**src/rtl/core/version_string_parser_top_assert.svh**
```systemverilog
// Assertion macros used by the version string parser top.
`ifndef VERSION_STRING_PARSER_TOP_ASSERT_SVH
`define VERSION_STRING_PARSER_TOP_ASSERT_SVH
`ifndef SYNTH
// Same-cycle implication checked at every rising clock edge outside reset.
`define VSP_ASSERT_IMPL(lbl, clk, rstn, ante, cons) \
    lbl: assert property (@(posedge clk) disable iff (!(rstn)) (ante) |-> (cons)) \
        else $error("version string parser check failed");
// Next-cycle implication checked at every rising clock edge outside reset.
`define VSP_ASSERT_NEXT(lbl, clk, rstn, ante, cons) \
    lbl: assert property (@(posedge clk) disable iff (!(rstn)) (ante) |=> (cons)) \
        else $error("version string parser check failed");
`else
`define VSP_ASSERT_IMPL(lbl, clk, rstn, ante, cons)
`define VSP_ASSERT_NEXT(lbl, clk, rstn, ante, cons)
`endif
`endif

```
**src/rtl/core/vsp_pkg.sv**
```systemverilog
// Types and constants of the version string parser.
package vsp_pkg;

    typedef enum logic [3:0] {
        PH_START   = 4'd0,
        PH_MAJ1    = 4'd1,
        PH_MAJ2    = 4'd2,
        PH_MINOR   = 4'd3,
        PH_MIN1    = 4'd4,
        PH_BUGFIX  = 4'd5,
        PH_BUG1    = 4'd6,
        PH_NEEDDIG = 4'd7,
        PH_FSEEN   = 4'd8,
        PH_REV     = 4'd9,
        PH_REV3    = 4'd10,
        PH_IGNORE  = 4'd11
    } phase_t;

    localparam logic [7:0] STAGE_DEV  = 8'h20;
    localparam logic [7:0] STAGE_ALP  = 8'h40;
    localparam logic [7:0] STAGE_BET  = 8'h60;
    localparam logic [7:0] STAGE_CAND = 8'h70;
    localparam logic [7:0] STAGE_REL  = 8'h80;
    localparam logic [7:0] REV_NONE   = 8'hff;

    localparam logic [7:0] CH_NUL  = 8'h00;
    localparam logic [7:0] CH_ZERO = 8'h30;
    localparam logic [7:0] CH_NINE = 8'h39;
    localparam logic [7:0] CH_DOT  = 8'h2e;
    localparam logic [7:0] CH_A    = 8'h61;
    localparam logic [7:0] CH_B    = 8'h62;
    localparam logic [7:0] CH_C    = 8'h63;
    localparam logic [7:0] CH_D    = 8'h64;
    localparam logic [7:0] CH_F    = 8'h66;

    typedef struct packed {
        logic       is_nul;
        logic       is_digit;
        logic [3:0] digit;
        logic       is_dot;
        logic       is_c;
        logic       is_stage;   // d, a, b or f
        logic [7:0] stage;      // stage code for a stage letter
        logic       is_f;
    } char_class_t;

    typedef struct packed {
        phase_t     phase;
        logic [7:0] major;
        logic [7:0] minbug;
        logic [7:0] stage;
        logic [9:0] rev_acc;
        logic [1:0] rev_digits;
        logic       err;
    } parse_state_t;

    localparam parse_state_t STATE_RESET = '{
        phase:      PH_START,
        major:      8'h00,
        minbug:     8'h00,
        stage:      STAGE_REL,
        rev_acc:    10'd0,
        rev_digits: 2'd0,
        err:        1'b0
    };

endpackage

```
**src/rtl/core/vsp_char_class.sv**
```systemverilog
// Character decoder: classifies one input character.
module vsp_char_class (
    input  logic [7:0]           char_in,
    output vsp_pkg::char_class_t cls
);

    logic [7:0] diff;

    assign diff = char_in - vsp_pkg::CH_ZERO;

    always_comb begin
        cls          = '0;
        cls.is_nul   = (char_in == vsp_pkg::CH_NUL);
        cls.is_digit = (char_in >= vsp_pkg::CH_ZERO) && (char_in <= vsp_pkg::CH_NINE);
        cls.digit    = diff[3:0];
        cls.is_dot   = (char_in == vsp_pkg::CH_DOT);
        cls.is_c     = (char_in == vsp_pkg::CH_C);
        cls.is_f     = (char_in == vsp_pkg::CH_F);
        case (char_in)
            vsp_pkg::CH_D: begin
                cls.is_stage = 1'b1;
                cls.stage    = vsp_pkg::STAGE_DEV;
            end
            vsp_pkg::CH_A: begin
                cls.is_stage = 1'b1;
                cls.stage    = vsp_pkg::STAGE_ALP;
            end
            vsp_pkg::CH_B: begin
                cls.is_stage = 1'b1;
                cls.stage    = vsp_pkg::STAGE_BET;
            end
            vsp_pkg::CH_F: begin
                cls.is_stage = 1'b1;
                cls.stage    = vsp_pkg::STAGE_CAND;
            end
            default: begin
                cls.is_stage = 1'b0;
                cls.stage    = vsp_pkg::STAGE_REL;
            end
        endcase
    end

endmodule

```
**src/rtl/core/vsp_step.sv**
```systemverilog
// Parser step: next parse state and the finished word for one character.
module vsp_step (
    input  vsp_pkg::parse_state_t cur,
    input  vsp_pkg::char_class_t  cls,
    output vsp_pkg::parse_state_t nxt,
    output logic [31:0]           word,
    output logic                  word_ok
);

    logic                  ok;
    logic [9:0]            rev_mul;
    logic [1:0]            digits_inc;
    vsp_pkg::parse_state_t adv;
    logic [7:0]            fin_stage;
    logic [7:0]            fin_rev;

    // acc * 10 + digit, kept to 10 bits
    assign rev_mul = {cur.rev_acc[6:0], 3'b000} + {cur.rev_acc[8:0], 1'b0}
                   + {6'd0, cls.digit};
    assign digits_inc = cur.rev_digits + 2'd1;

    always_comb begin
        adv = cur;
        ok  = 1'b1;
        case (cur.phase)
            vsp_pkg::PH_START: begin
                if (cls.is_digit) begin
                    adv.major = {4'h0, cls.digit};
                    adv.phase = vsp_pkg::PH_MAJ1;
                end else begin
                    ok = 1'b0;
                end
            end
            vsp_pkg::PH_MAJ1: begin
                if (cls.is_digit) begin
                    adv.major = {cur.major[3:0], cls.digit};
                    adv.phase = vsp_pkg::PH_MAJ2;
                end else if (cls.is_dot) begin
                    adv.phase = vsp_pkg::PH_MINOR;
                end else if (cls.is_stage) begin
                    adv.stage = cls.stage;
                    adv.phase = cls.is_f ? vsp_pkg::PH_FSEEN : vsp_pkg::PH_NEEDDIG;
                end else begin
                    ok = 1'b0;
                end
            end
            vsp_pkg::PH_MAJ2, vsp_pkg::PH_MIN1: begin
                if (cls.is_dot) begin
                    adv.phase = (cur.phase == vsp_pkg::PH_MAJ2) ? vsp_pkg::PH_MINOR
                                                                : vsp_pkg::PH_BUGFIX;
                end else if (cls.is_stage) begin
                    adv.stage = cls.stage;
                    adv.phase = cls.is_f ? vsp_pkg::PH_FSEEN : vsp_pkg::PH_NEEDDIG;
                end else begin
                    ok = 1'b0;
                end
            end
            vsp_pkg::PH_MINOR: begin
                if (cls.is_digit) begin
                    adv.minbug = {cls.digit, 4'h0};
                    adv.phase  = vsp_pkg::PH_MIN1;
                end else begin
                    ok = 1'b0;
                end
            end
            vsp_pkg::PH_BUGFIX: begin
                if (cls.is_digit) begin
                    adv.minbug = {cur.minbug[7:4], cur.minbug[3:0] | cls.digit};
                    adv.phase  = vsp_pkg::PH_BUG1;
                end else begin
                    ok = 1'b0;
                end
            end
            vsp_pkg::PH_BUG1: begin
                if (cls.is_stage) begin
                    adv.stage = cls.stage;
                    adv.phase = cls.is_f ? vsp_pkg::PH_FSEEN : vsp_pkg::PH_NEEDDIG;
                end else begin
                    ok = 1'b0;
                end
            end
            vsp_pkg::PH_NEEDDIG, vsp_pkg::PH_FSEEN: begin
                if (cls.is_digit) begin
                    adv.rev_acc    = {6'd0, cls.digit};
                    adv.rev_digits = 2'd1;
                    adv.phase      = vsp_pkg::PH_REV;
                end else if (cls.is_c && (cur.phase == vsp_pkg::PH_FSEEN)) begin
                    adv.phase = vsp_pkg::PH_NEEDDIG;
                end else begin
                    ok = 1'b0;
                end
            end
            vsp_pkg::PH_REV: begin
                if (cls.is_digit) begin
                    adv.rev_acc    = rev_mul;
                    adv.rev_digits = digits_inc;
                    if (digits_inc == 2'd3) begin
                        adv.phase = vsp_pkg::PH_REV3;
                    end
                end else begin
                    ok = 1'b0;
                end
            end
            vsp_pkg::PH_REV3: begin
                if (cls.is_digit) begin
                    ok = 1'b0;
                end else begin
                    adv.phase = vsp_pkg::PH_IGNORE;
                end
            end
            vsp_pkg::PH_IGNORE: begin
                adv = cur;
            end
            default: begin
                ok = 1'b0;
            end
        endcase
        if (!ok) begin
            adv.err = 1'b1;
        end
    end

    // Form the word from the state as it stands before the terminator
    always_comb begin
        fin_stage = cur.stage;
        fin_rev   = vsp_pkg::REV_NONE;
        word_ok   = !cur.err;
        case (cur.phase)
            vsp_pkg::PH_MAJ1, vsp_pkg::PH_MAJ2, vsp_pkg::PH_MINOR,
            vsp_pkg::PH_MIN1, vsp_pkg::PH_BUGFIX, vsp_pkg::PH_BUG1: begin
                fin_stage = vsp_pkg::STAGE_REL;
            end
            vsp_pkg::PH_REV, vsp_pkg::PH_REV3, vsp_pkg::PH_IGNORE: begin
                fin_rev = cur.rev_acc[7:0];
                if (cur.rev_acc[9:8] != 2'b00) begin
                    word_ok = 1'b0;
                end else if (cur.stage == vsp_pkg::STAGE_CAND) begin
                    // final candidate: promote to release, revision minus one
                    if (cur.rev_acc[7:0] == 8'd0) begin
                        word_ok = 1'b0;
                    end
                    fin_stage = vsp_pkg::STAGE_REL;
                    fin_rev   = cur.rev_acc[7:0] - 8'd1;
                end
            end
            default: begin
                word_ok = 1'b0;
            end
        endcase
        word = word_ok ? {cur.major, cur.minbug, fin_stage, fin_rev} : 32'd0;
    end

    always_comb begin
        if (cls.is_nul) begin
            nxt = vsp_pkg::STATE_RESET;
        end else if (cur.err) begin
            nxt = cur;
        end else begin
            nxt = adv;
        end
    end

endmodule

```
**src/rtl/core/version_string_parser_top.sv**
```systemverilog
// Version string parser: one character per request, packed version word on NUL.
// A NUL request shows its result on m_valid in the cycle after it is accepted.
// Throughput: one character per cycle unless a NUL waits; the parse state register closes the only loop.
// A non-NUL character is taken even while a result waits on the output register;
// a NUL waits until that output register is free or being drained.
// Reset (aresetn low, synchronous) returns the parser to start of string, drops results.
module version_string_parser_top (
    input  logic        aclk,
    input  logic        aresetn,
    input  logic        s_valid,
    output logic        s_ready,
    input  logic [7:0]  s_char_in,
    output logic        m_valid,
    input  logic        m_ready,
    output logic [31:0] m_version_word,
    output logic        m_is_valid
);

`include "version_string_parser_top_assert.svh"

    vsp_pkg::parse_state_t state_reg;
    vsp_pkg::parse_state_t state_next;
    vsp_pkg::char_class_t  cls;
    logic [31:0]           word;
    logic                  word_ok;

    logic                  m_valid_reg;
    logic [31:0]           version_word_reg;
    logic                  is_valid_reg;
    logic                  s_take;
    logic                  s_take_nul;

    // Decode the incoming character
    vsp_char_class u_class (
        .char_in (s_char_in),
        .cls     (cls)
    );

    // Advance the parser and form the word for a terminator
    vsp_step u_step (
        .cur     (state_reg),
        .cls     (cls),
        .nxt     (state_next),
        .word    (word),
        .word_ok (word_ok)
    );

    // Only a NUL needs room in the output register; other characters always pass
    assign s_ready    = !m_valid_reg || m_ready || !cls.is_nul;
    assign s_take     = s_valid && s_ready;
    assign s_take_nul = s_take && cls.is_nul;

    // Parse state: advance on every accepted request
    always_ff @(posedge aclk) begin
        if (!aresetn) begin
            state_reg <= vsp_pkg::STATE_RESET;
        end else if (s_take) begin
            state_reg <= state_next;
        end
    end

    // Output register: load on a NUL, drop once the result is taken
    always_ff @(posedge aclk) begin
        if (!aresetn) begin
            m_valid_reg <= 1'b0;
        end else if (s_take_nul) begin
            m_valid_reg <= 1'b1;
        end else if (m_ready) begin
            m_valid_reg <= 1'b0;
        end
    end

    // Hold the payload until the next terminator arrives
    always_ff @(posedge aclk) begin
        if (s_take_nul) begin
            version_word_reg <= word;
            is_valid_reg     <= word_ok;
        end
    end

    assign m_valid        = m_valid_reg;
    assign m_version_word = version_word_reg;
    assign m_is_valid     = is_valid_reg;

    // An invalid result always carries a zero word
    `VSP_ASSERT_IMPL(a_invalid_zero, aclk, aresetn, m_valid_reg && !is_valid_reg, version_word_reg == 32'd0)
    // A terminator always lands in the output register
    `VSP_ASSERT_NEXT(a_nul_loads, aclk, aresetn, s_take_nul, m_valid_reg)
    // A terminator always returns the parser to start of string
    `VSP_ASSERT_NEXT(a_nul_restarts, aclk, aresetn, s_take_nul, (state_reg.phase == vsp_pkg::PH_START) && !state_reg.err)
    // A valid word carries one of the known stage codes
    `VSP_ASSERT_IMPL(a_stage_code, aclk, aresetn, m_valid_reg && is_valid_reg, (version_word_reg[15:8] == vsp_pkg::STAGE_DEV) || (version_word_reg[15:8] == vsp_pkg::STAGE_ALP) || (version_word_reg[15:8] == vsp_pkg::STAGE_BET) || (version_word_reg[15:8] == vsp_pkg::STAGE_REL))

endmodule

```
**config.mk**
```make
export PLATFORM = sky130hd
export DESIGN_NAME = version_string_parser_top
export DESIGN_NICKNAME = d
export VERILOG_FILES = /design/src/rtl/core/vsp_pkg.sv /design/src/rtl/core/vsp_char_class.sv /design/src/rtl/core/vsp_step.sv /design/src/rtl/core/version_string_parser_top.sv
export VERILOG_INCLUDE_DIRS = /design/src /design/src/rtl/core
export SDC_FILE = /design/constraint.sdc
export NUM_CORES = 1
export LEC_CHECK = 0
export BUFFER_PORTS_ARGS = -buffer_cell sky130_fd_sc_hd__buf_2
export CAP_MARGIN = 20
export CELL_PAD_IN_SITES_DETAIL_PLACEMENT = 0
export CELL_PAD_IN_SITES_GLOBAL_PLACEMENT = 1
export CORE_UTILIZATION = 49
export CTS_CLUSTER_SIZE = 30
export DETAILED_ROUTE_END_ITERATION = 6
export PLACE_DENSITY = 0.92
export SYNTH_ARGS = -nofsm -noshare
export SYNTH_HDL_FRONTEND = slang
export SYNTH_SLANG_ARGS = --single-unit
```
**constraint.sdc**
```tcl
create_clock -name aclk -period 5.25 [get_ports aclk]
set_input_delay 0.2625 -clock aclk [delete_from_list [all_inputs] [get_ports aclk]]
set_output_delay 0.2625 -clock aclk [all_outputs]
set_load 0.05 [all_outputs]
```
==> impl_metrics.csv, run 1 <==
group,metric,value,unit
status,outcome,"finished clean",
route,avgRoutedWirePerCell,16.24,um
finish,layout-area-overhead-vs-synth,10.83,%
timing,period_minus_slack,2.671,ns
power,clkPwrFrac,40.9,%
worst_setup_path,crit_top_cell,"sky130_fd_sc_hd__nand2_1",
finish,fillerInstances,732,
clock_network,cts.repair.resized,0,
power,power.density,226.0,nW/um^2
yosys,synthesis.instances,454,
die,die_width,93.73,um
worst_setup_path,r2r_start,"state_reg[40]",
yosys,synth_seq_cells,68,
route,drt_pre_antenna_iters,5,
worst_setup_path,critical_path_cell_by_cell,"nand2b_1, nor2_1, nand3_1, nand2_1, nand2_1, inv_2, and2_1",
placement,final_weighted_congestion_in_routability_driven_placement,0.9002,
placement,dp.final_hpwl,6.866,mm
power,switching_share,23.75,%
clock_network,hold_fix_buffers_cts,0,
route,drt.antenna.violating_nets,0,
finish,multiInputGateArea,2261,um^2
power,power_spent_charging_and_discharging_nets,0.2453,mW
route,postRouteWirelength,9.647,mm
timing,report.final.setup_viol,0,
yosys,synth.lib_cells_used.distinct,72,
global_route,number_of_antenna_violations_at_the_first_check_in_global_routing,0,
timing,report.final.slew_viol_count,0,
clock_network,cts_setup_buffers,0,
finish,number_of_antenna_repair_diodes,0,
worst_setup_path,cp_slowest_cell,"sky130_fd_sc_hd__dfxtp_1",
finish,share_of_cells_above_drive_strength_1,15.34,%
worst_setup_path,worst-endpoint-required,5.46,ns
die,die_height,93.73,um
worst_setup_path,critical-path-max-stage-delay,0.91,ns
worst_setup_path,setup.worst_path.start,"state_reg[40]",
timing,clock-skew-final,0.008241,ns
worst_setup_path,path_class,"reg2reg",
power,share_comb_of_total_power,5.6,%
worst_setup_path,cpLargestDelayFamily,"simple AND/OR/NAND/NOR gates",
timing,final.setup.tns,0,ns
worst_hold_path,worst_hold_startpoint,"m_ready",
route,drtIter0Drc,204,
power,internal_power,0.7875,mW
route,drc,0,
worst_hold_path,hold_class,"in2reg",
job,drv.max_cap_violation_count,0,
timing,grt_setup_unrepaired,"false",
finish,largest_register_ff_count,37,
yosys,synth_top_cell_area_share,21.85,%
die,fp-row-count,33,
clock_network,number_of_clock_sinks_seen_by_cts,68,
clock_network,worst_skew_pair.late_latency,0.35,ns
worst_setup_path,critical_path.n_buffers_inverters,1,
timing,slew-limit-headroom,40.94,%
die,core_area,8175,um^2
timing,post-route-worst-setup-slack,2.579,ns
finish,final_util,55.89,%
timing,fin_crit_sh,50.88,%
yosys,synth_seq_area_share,40.30,%
yosys,synth_enable_flop_cells,30,
clock_network,numCtsBuffers,9,
clock_network,clkTransAtPathRegs,0.08,ns
yosys,post_synth.cell_area_avg,9.081,um^2
global_route,global_route.overflow_total,0,
global_route,grt_start_max_net_pins,36,
clock_network,cts.path.max_buffers,2,
yosys,synth_fp_nets,485,
yosys,yosys_most_used_dff,"sky130_fd_sc_hd__dfxtp_1",
finish,seq_area,1662,um^2
die,die_area,8784,um^2
global_route,global_route.usage.total,23.36,%
yosys,asyncSetResetFlopFracSynth,0,%
yosys,synth_largest_area_cell,"sky130_fd_sc_hd__edfxtp_1",
clock_network,clockRootBuffer,"sky130_fd_sc_hd__clkbuf_8",
global_route,first_global_vias,3178,
clock_network,cts-htree-levels,3,
route,detailed_route_vias_per_instance,5.906,
yosys,synth_area,4123,um^2
die,start_util,50.43,%
worst_setup_path,wp_data_arrival,2.88,ns
placement,worst_slack_placed,2.499,ns
global_route,wire_length_of_the_first_global_routing_pass,15.70,mm
worst_setup_path,timing.critical_path.fanout_max,28,
timing,report.final.hold_viol_count,0,
worst_setup_path,crit_path_start_kind,"flip-flop",
die,boundaryPins,47,
timing,maxClockFrequency,0.3744,GHz
power,share_seq_of_total_power,53.5,%
yosys,synthMostInstantiatedCell,"sky130_fd_sc_hd__nand2_1",
yosys,yosys_warnings,0,
clock_network,cts_tree,"done",
finish,design.final.nets,515,
yosys,synth.cells.most_frequent,"sky130_fd_sc_hd__nand2_1 (41), sky130_fd_sc_hd__dfxtp_1 (38), sky130_fd_sc_hd__a21oi_1 (37)",
placement,port_buffers,46,
yosys,yosys-top-cells-area,"sky130_fd_sc_hd__edfxtp_1 (22%), sky130_fd_sc_hd__dfxtp_1 (18%), sky130_fd_sc_hd__ha_1 (5.2%)",
route,vias,3508,
worst_setup_path,worst_setup_path_end_kind,"flip-flop",
power,static-leakage-power,1.675,nW
timing,worst_pin_slew,0.8847,ns
power,vdd.ir_drop.worst,0.09310,mV
worst register-to-register path: cells and delay by family (launching register included):
| kind | cells | cell delay, ns |
|---|---|---|
| and+or+nand+nor | 6 | 1.34 |
| DFF | 1 | 0.91 |
| buffers and inverters | 1 | 0.28 |
metal layers:
| metal | global-route usage (%) | wire length [um] | up-vias |
|---|---|---|---|
| li1 | - | - | 1716 |
| met5 | 0 | 0 | - |
| met4 | 10.38 | 213 | 0 |
| met1 | 31.26 | 4409 | 1620 |
| met3 | 4.693 | 625 | 21 |
| met2 | 36.37 | 4398 | 151 |
cells in the final DEF, fill, tap and decap left out, drive strengths merged, types with 4 or more instances in the layout:
master / Yosys / final
a21boi: 12 / 12
a21oi: 37 / 37
a22o: 5 / 5
and2: 20 / 20
and3: 4 / 4
buf: 9 / 49
clkbuf: 21 / 10
dfxtp: 38 / 38
edfxtp: 30 / 30
ha: 17 / 17
inv: 18 / 19
mux2i: 10 / 10
nand2: 41 / 41
nand2b: 4 / 4
nand3: 9 / 9
nand4: 5 / 5
nor2: 29 / 29
nor2b: 18 / 18
nor3: 12 / 12
nor4: 12 / 12
o211ai: 5 / 5
o21ai: 12 / 12
or2: 6 / 6
or3: 6 / 6
or4: 4 / 4
xnor2: 9 / 9
xor2: 7 / 7
logic make-up after synthesis:
family | count (synthesis) | synth area share (%)
compound gates | 105 | 17.09
xor+xnor | 16 | 3.399
fa+ha+maj | 20 | 6.404
buf+inv | 49 | 4.916
flops | 68 | 40.30
mux | 10 | 2.428
other cells | 1 | 0.09096
simple gates | 185 | 25.37
worst paths after layout:
kind,slack [ns],cells past startpoint,endpoint
setup / recovery,2.58,7,m_version_word[26]
hold / removal,0.29,3,m_valid
setup reg to reg,2.58,7,m_version_word[26]
hold reg to reg,0.46,2,state_reg[34]
power groups by stage:
stage | Combinational [mW] | Clock (mW) | Sequential, mW
6_report | 0.0575 | 0.423 | 0.552
5_1_grt | 0.0620 | 0.452 | 0.552
4_1_cts | 0.0568 | 0.429 | 0.552
3_5_place_dp | 0.0568 | 0 | 0.564
3_3_place_gp | 0.0562 | 0 | 0.564
2_1_floorplan | 0.0367 | 0 | 0.563
area by class of cell:
class | instances | area share [%]
clock buffer | 10 | 2.793
inverter | 19 | 1.561
multi-input combinational | 337 | 49.48
clock inverter | 6 | 1.396
sequential | 68 | 36.36
tap | 105 | 2.875
timing repair buffer | 49 | 5.531
per-stage QoR:
stage          instances  area (um^2)  hold slack, ns  power [mW]
2_1_floorplan        454         4123          0.3994      0.5997
3_3_place_gp         578         4378          0.4378      0.6205
3_5_place_dp         578         4378          0.4455      0.6212
4_1_cts              594         4569          0.2751       1.038
5_1_grt              594         4569          0.3018       1.066
6_report             594         4569          0.2931       1.033
Note: power is estimated with default switching activity, not from simulation.
==> inputs of run 2 (changes only) <==
CORE_UTILIZATION = 41   (was 49)
PLACE_DENSITY = 0.83   (was 0.92)
clock period = 2.45 ns   (was 5.25 ns; I/O delays follow)
==> impl_metrics.csv, run 2 (synthesis results as in run 1) <==
group,metric,value,unit
status,outcome,"finished clean",
clock_network,cts_tree,"done",
die,boundaryPins,47,
die,start_util,42.18,%
finish,layout-area-overhead-vs-synth,18.24,%
die,die_width,102.3,um
timing,fin_crit_sh,96.79,%
finish,area_of_all_placed_cells_without_fillers,4875,um^2
finish,final_util,49.87,%
worst_setup_path,crit_top_cell,"sky130_fd_sc_hd__inv_1",
finish,mostFrequentLayoutCells,"sky130_fd_sc_hd__buf_2 (46), sky130_fd_sc_hd__nand2_1 (41), sky130_fd_sc_hd__dfxtp_1 (38)",
power,share_seq_of_total_power,53.0,%
job,drv.max_cap_violation_count,0,
worst_setup_path,path_class,"reg2reg",
finish,number_of_antenna_repair_diodes,0,
placement,worst_slack_placed,0.01001,ns
timing,report.final.hold_viol_count,0,
timing,final.setup.tns,0,ns
clock_network,worst_skew_pair.late_latency,0.36,ns
die,fp-row-count,36,
finish,share_of_cells_above_drive_strength_1,21.31,%
finish,post_layout_nonfiller_instances,654,
power,share_comb_of_total_power,6.3,%
timing,worst_pin_slew,0.6390,ns
clock_network,cts-htree-levels,3,
timing,post-route-worst-setup-slack,0.07859,ns
global_route,global_route.overflow_total,0,
placement,final_weighted_congestion_in_routability_driven_placement,0.9674,
power,static-leakage-power,1.843,nW
power,switching_share,23.90,%
route,drt.antenna.violating_nets,0,
global_route,grt.busiest_layer,"met2",
power,power.density,457.9,nW/um^2
die,core_area,9774,um^2
global_route,met2_usage,32.58,%
worst_setup_path,critical_path_cell_by_cell,"inv_1, fa_1, inv_1, ha_1, a21oi_2, o211ai_1, o41ai_2, xnor2_1, a22oi_1, nor2b_1",
placement,placedInstanceArea,4666,um^2
worst_setup_path,timing.critical_path.fanout_max,2,
power,power_spent_charging_and_discharging_nets,0.5334,mW
placement,dp.final_hpwl,7.510,mm
route,detailed_route_vias_per_instance,5.581,
worst_setup_path,worst_setup_path_end_kind,"flip-flop",
timing,final_layout_worst_hold_slack,0.1280,ns
global_route,grt_start_max_net_pins,35,
clock_network,clockRootBuffer,"sky130_fd_sc_hd__clkbuf_8",
finish,design.final.nets,547,
worst_setup_path,wp_data_arrival,2.62,ns
route,drtIter0Drc,358,
global_route,met3_global_route_usage,4.036,%
worst_setup_path,cpLargestDelayFamily,"adder cells",
route,avgRoutedWirePerCell,15.57,um
finish,largest_register_ff_count,37,
worst_setup_path,critical-path-max-stage-delay,0.50,ns
timing,maxClockFrequency,0.4217,GHz
timing,report.final.slew_viol_count,0,
finish,fillerInstances,921,
global_route,first_global_vias,3324,
worst_setup_path,crit_path_start_kind,"flip-flop",
clock_network,cts.path.max_buffers,2,
worst_hold_path,hold_class,"in2reg",
timing,clock-skew-final,0.01166,ns
worst_setup_path,worst-endpoint-required,2.70,ns
global_route,wire_length_of_the_first_global_routing_pass,16.64,mm
clock_network,number_of_clock_sinks_seen_by_cts,68,
global_route,groute.layer.met1.usage,27.93,%
route,drc,0,
timing,slew-limit-headroom,57.01,%
placement,port_buffers,46,
power,clkPwrFrac,40.7,%
route,drt_pre_antenna_iters,5,
clock_network,cts_setup_buffers,0,
global_route,number_of_antenna_violations_at_the_first_check_in_global_routing,0,
power,internal_power,1.699,mW
power,finalPower,2.232,mW
route,postRouteWirelength,10.18,mm
die,die_height,102.3,um
worst_setup_path,cp_slowest_cell,"sky130_fd_sc_hd__fa_1",
global_route,global_route.usage.total,20.79,%
finish,final_common_cell,"sky130_fd_sc_hd__buf_2",
power,vdd.ir_drop.worst,0.3367,mV
worst_setup_path,critical_path.n_buffers_inverters,2,
timing,report.final.setup_viol,0,
worst_setup_path,worst-r2r-setup-slack,0.08,ns
clock_network,clkTransAtPathRegs,0.08,ns
timing,period_minus_slack,2.371,ns
route,vias,3650,
die,die_area,10460,um^2
clock_network,numCtsBuffers,9,
placement,dp.cells,638,
-- run 2: changes by cell type in the layout (fill, tap and decap cells not counted), sizes merged --
cell,change
buf,+32
-- run 2: timing repair --
action | CTS | global route
setup endpoints to repair | 0 | 3
gates resized for setup | 0 | 5
hold buffers | 0 | 0
-- run 2: path summary, 6_finish.rpt --
| check | start | endpoint | cells after the start |
|---|---|---|---|
| max | state_reg[3] | state_reg[12] | 10 |
| min | m_ready | m_valid | 3 |
| max reg2reg | state_reg[3] | state_reg[12] | 10 |
| min reg2reg | state_reg[36] | state_reg[36] | 2 |
-- run 2: layout make-up --
cell class	instances	area (um^2)	area share, %
Sequential cell	68	1662	34.09
Clock buffer	10	127.6	2.618
Clock inverter	6	63.81	1.309
Multi-Input combinational cell	337	2278	46.74
Inverter	19	71.32	1.463
Timing Repair Buffer	81	505.5	10.37
Tap cell	133	166.4	3.414
-- run 2: metal layers --
| metal | vias up | share of wire (%) |
|---|---|---|
| met2 | 137 | 46 |
| met3 | 14 | 6.5 |
| met4 | 0 | 1.7 |
| met5 | - | 0 |
| li1 | 1774 | - |
| met1 | 1725 | 46 |
-- run 2: worst reg2reg max path, stage by stage (launching register included) --
cell                       delay [ns]
sky130_fd_sc_hd__dfxtp_1         0.34
sky130_fd_sc_hd__inv_1           0.08
sky130_fd_sc_hd__fa_1            0.50
sky130_fd_sc_hd__inv_1           0.08
sky130_fd_sc_hd__ha_1            0.32
sky130_fd_sc_hd__a21oi_2         0.18
sky130_fd_sc_hd__o211ai_1        0.15
sky130_fd_sc_hd__o41ai_2         0.26
sky130_fd_sc_hd__xnor2_1         0.12
sky130_fd_sc_hd__a22oi_1         0.18
sky130_fd_sc_hd__nor2b_1         0.07
-- run 2: power by group through the flow --
stage	clock network [mW]	logic (mW)	registers [mW]
2_1_floorplan	0	0.0786	1.21
3_3_place_gp	0	0.138	1.21
6_report	0.908	0.141	1.18
4_1_cts	0.937	0.140	1.18
5_1_grt	0.977	0.152	1.18
3_5_place_dp	0	0.139	1.21
==> inputs of run 3 (changes only) <==
SETUP_SLACK_MARGIN = 0.5   (was unset)
==> impl_metrics.csv, run 3 (synthesis results as in run 1) <==
group,metric,value,unit
status,outcome,"finished clean",
die,die_area,10460,um^2
finish,largest_register_ff_count,37,
placement,placedInstanceArea,4700,um^2
worst_setup_path,critical_path_cell_by_cell,"inv_4, fa_1, inv_2, fa_2, a21o_1, a21oi_2, o21ai_1, xor2_1, a22oi_1, nor2b_1",
die,boundaryPins,47,
placement,port_buffers,46,
route,vias,3669,
worst_setup_path,crit_path_start_kind,"flip-flop",
worst_setup_path,worstReg2RegEnd,"state_reg[11]",
finish,fillerInstances,915,
worst_setup_path,worst_setup_path_end_kind,"flip-flop",
route,drt_pre_antenna_iters,5,
power,power.density,426.3,nW/um^2
worst_setup_path,cpLargestDelayFamily,"adder cells",
worst_setup_path,wp_data_arrival,2.42,ns
finish,final_util,53.58,%
clock_network,cts.path.max_buffers,2,
worst_setup_path,r2r_start,"state_reg[5]",
global_route,met3_global_route_usage,4.788,%
worst_setup_path,critical_path.n_buffers_inverters,2,
power,static-leakage-power,1.949,nW
clock_network,clockRootBuffer,"sky130_fd_sc_hd__clkbuf_8",
worst_hold_path,hold_class,"in2reg",
worst_setup_path,timing.critical_path.fanout_max,2,
route,postRouteWirelength,10.56,mm
global_route,global_route.usage.total,20.58,%
power,finalPower,2.233,mW
timing,fin_crit_sh,88.93,%
worst_hold_path,whs_endpoint,"m_valid",
route,avgRoutedWirePerCell,15.81,um
global_route,grt.busiest_layer,"met2",
finish,mostFrequentLayoutCells,"sky130_fd_sc_hd__buf_2 (46), sky130_fd_sc_hd__buf_4 (42), sky130_fd_sc_hd__nand2_1 (40)",
clock_network,number_of_clock_sinks_seen_by_cts,68,
timing,report.final.setup_viol,0,
route,drtIter0Drc,196,
power,share_comb_of_total_power,6.6,%
timing,report.final.slew_viol_count,0,
die,core_area,9774,um^2
worst_setup_path,worst-endpoint-required,2.69,ns
clock_network,hold_fix_buffers_cts,0,
job,drv.max_cap_violation_count,0,
power,internal_power,1.701,mW
timing,clock-skew-final,0.01217,ns
die,die_width,102.3,um
worst_setup_path,worst_r2r_path_depth,10,
finish,final_common_cell,"sky130_fd_sc_hd__buf_2",
worst_hold_path,min_path_cells,3,
timing,report.final.hold_viol_count,0,
worst_hold_path,worst_hold_startpoint,"m_ready",
route,drc,0,
timing,grt_setup_unrepaired,"true",
finish,multiInputGateArea,2492,um^2
timing,final.setup.tns,0,ns
clock_network,worst_skew_pair.late_latency,0.34,ns
die,start_util,42.18,%
worst_setup_path,worst-r2r-setup-slack,0.27,ns
finish,share_of_cells_above_drive_strength_1,31.03,%
global_route,first_global_vias,3345,
finish,layout-area-overhead-vs-synth,27.04,%
finish,area_of_all_placed_cells_without_fillers,5238,um^2
placement,dp.final_hpwl,7.516,mm
finish,design.final.nets,561,
clock_network,clkTransAtPathRegs,0.08,ns
route,drt.antenna.violating_nets,0,
global_route,wire_length_of_the_first_global_routing_pass,16.50,mm
timing,maxClockFrequency,0.4590,GHz
die,fp-row-count,36,
global_route,groute.layer.met1.usage,27.58,%
worst_setup_path,cp_slowest_cell,"sky130_fd_sc_hd__fa_1",
clock_network,numCtsBuffers,9,
worst_setup_path,path_class,"reg2reg",
power,clkPwrFrac,40.4,%
worst_setup_path,critical-path-max-stage-delay,0.52,ns
power,vdd.ir_drop.worst,0.3608,mV
clock_network,cts-htree-levels,3,
power,share_seq_of_total_power,52.9,%
placement,final_weighted_congestion_in_routability_driven_placement,0.9629,
finish,seq_area,1677,um^2
die,die_height,102.3,um
global_route,global_route.overflow_total,0,
finish,number_of_antenna_repair_diodes,0,
power,switching_share,23.84,%
power,power_spent_charging_and_discharging_nets,0.5323,mW
clock_network,cts_tree,"done",
global_route,number_of_antenna_violations_at_the_first_check_in_global_routing,0,
route,detailed_route_vias_per_instance,5.493,
timing,period_minus_slack,2.179,ns
global_route,met2_usage,32.47,%
global_route,grt_start_max_net_pins,36,
==> run 3: cell count changes in the layout (fill, tap and decap cells not counted), sizes merged <==
| cell | previous run | this run |
|---|---|---|
| buf | 81 | 95 |
==> run 3: stage by stage <==
step                hold WS (ns)  instances  setup slack (ns)
floorplan                 0.2594        454            0.3227
global placement          0.4331        636            0.2008
detailed placement        0.4381        636            0.1642
CTS                       0.1896        664            0.2600
global route              0.2206        668            0.1463
finish                    0.2064        668            0.2713
==> run 3: timing repair <==
action	in CTS	in global routing
setup endpoints to repair	26	48
buffers inserted	12	3
cloned	0	1
pin swaps	5	7
gates resized for setup	22	32
==> run 3: per-layer routing <==
metal | up-vias | share of wire [%]
met5 | - | 0
met4 | 0 | 1.5
met3 | 15 | 5.2
met2 | 118 | 47
met1 | 1741 | 47
li1 | 1795 | -
==> run 3: power groups by stage <==
stage	sequential, mW	clock (mW)	combinational (mW)
2_1_floorplan	1.21	0	0.0799
3_3_place_gp	1.21	0	0.136
3_5_place_dp	1.21	0	0.137
4_1_cts	1.18	0.926	0.140
5_1_grt	1.18	0.972	0.159
6_report	1.18	0.903	0.148
==> run 3: worst max-delay path by stage <==
stage | startpoint | endpoint | depth (start not counted)
after floorplan | state_reg[5] | state_reg[11] | 10
after global placement | s_char_in[2] | state_reg[11] | 10
after detailed placement | s_char_in[2] | state_reg[11] | 10
after CTS | state_reg[5] | state_reg[11] | 10
after global routing | state_reg[5] | state_reg[10] | 10
final | state_reg[5] | state_reg[11] | 10
==> run 3: worst register-to-register path, delay by kind of cell (launching register included) <==
kind	cells	cell delay [ns]
adder cells (fa/ha/maj)	2	0.85
AO/OA/AOI/OAI	4	0.55
flip-flops	1	0.37
XOR/XNOR	1	0.15
buffers and inverters	2	0.09
AND/OR/NAND/NOR	1	0.06
==> run 3: cell type report <==
cell class              instances  area share, %
clock buffers                  10          2.437
clock inverters                 6          1.218
inverters                      19          1.409
multi-input cells             337          47.59
flip-flops and latches         68          32.01
well taps                     133          3.177
repair buffers                 95          12.16
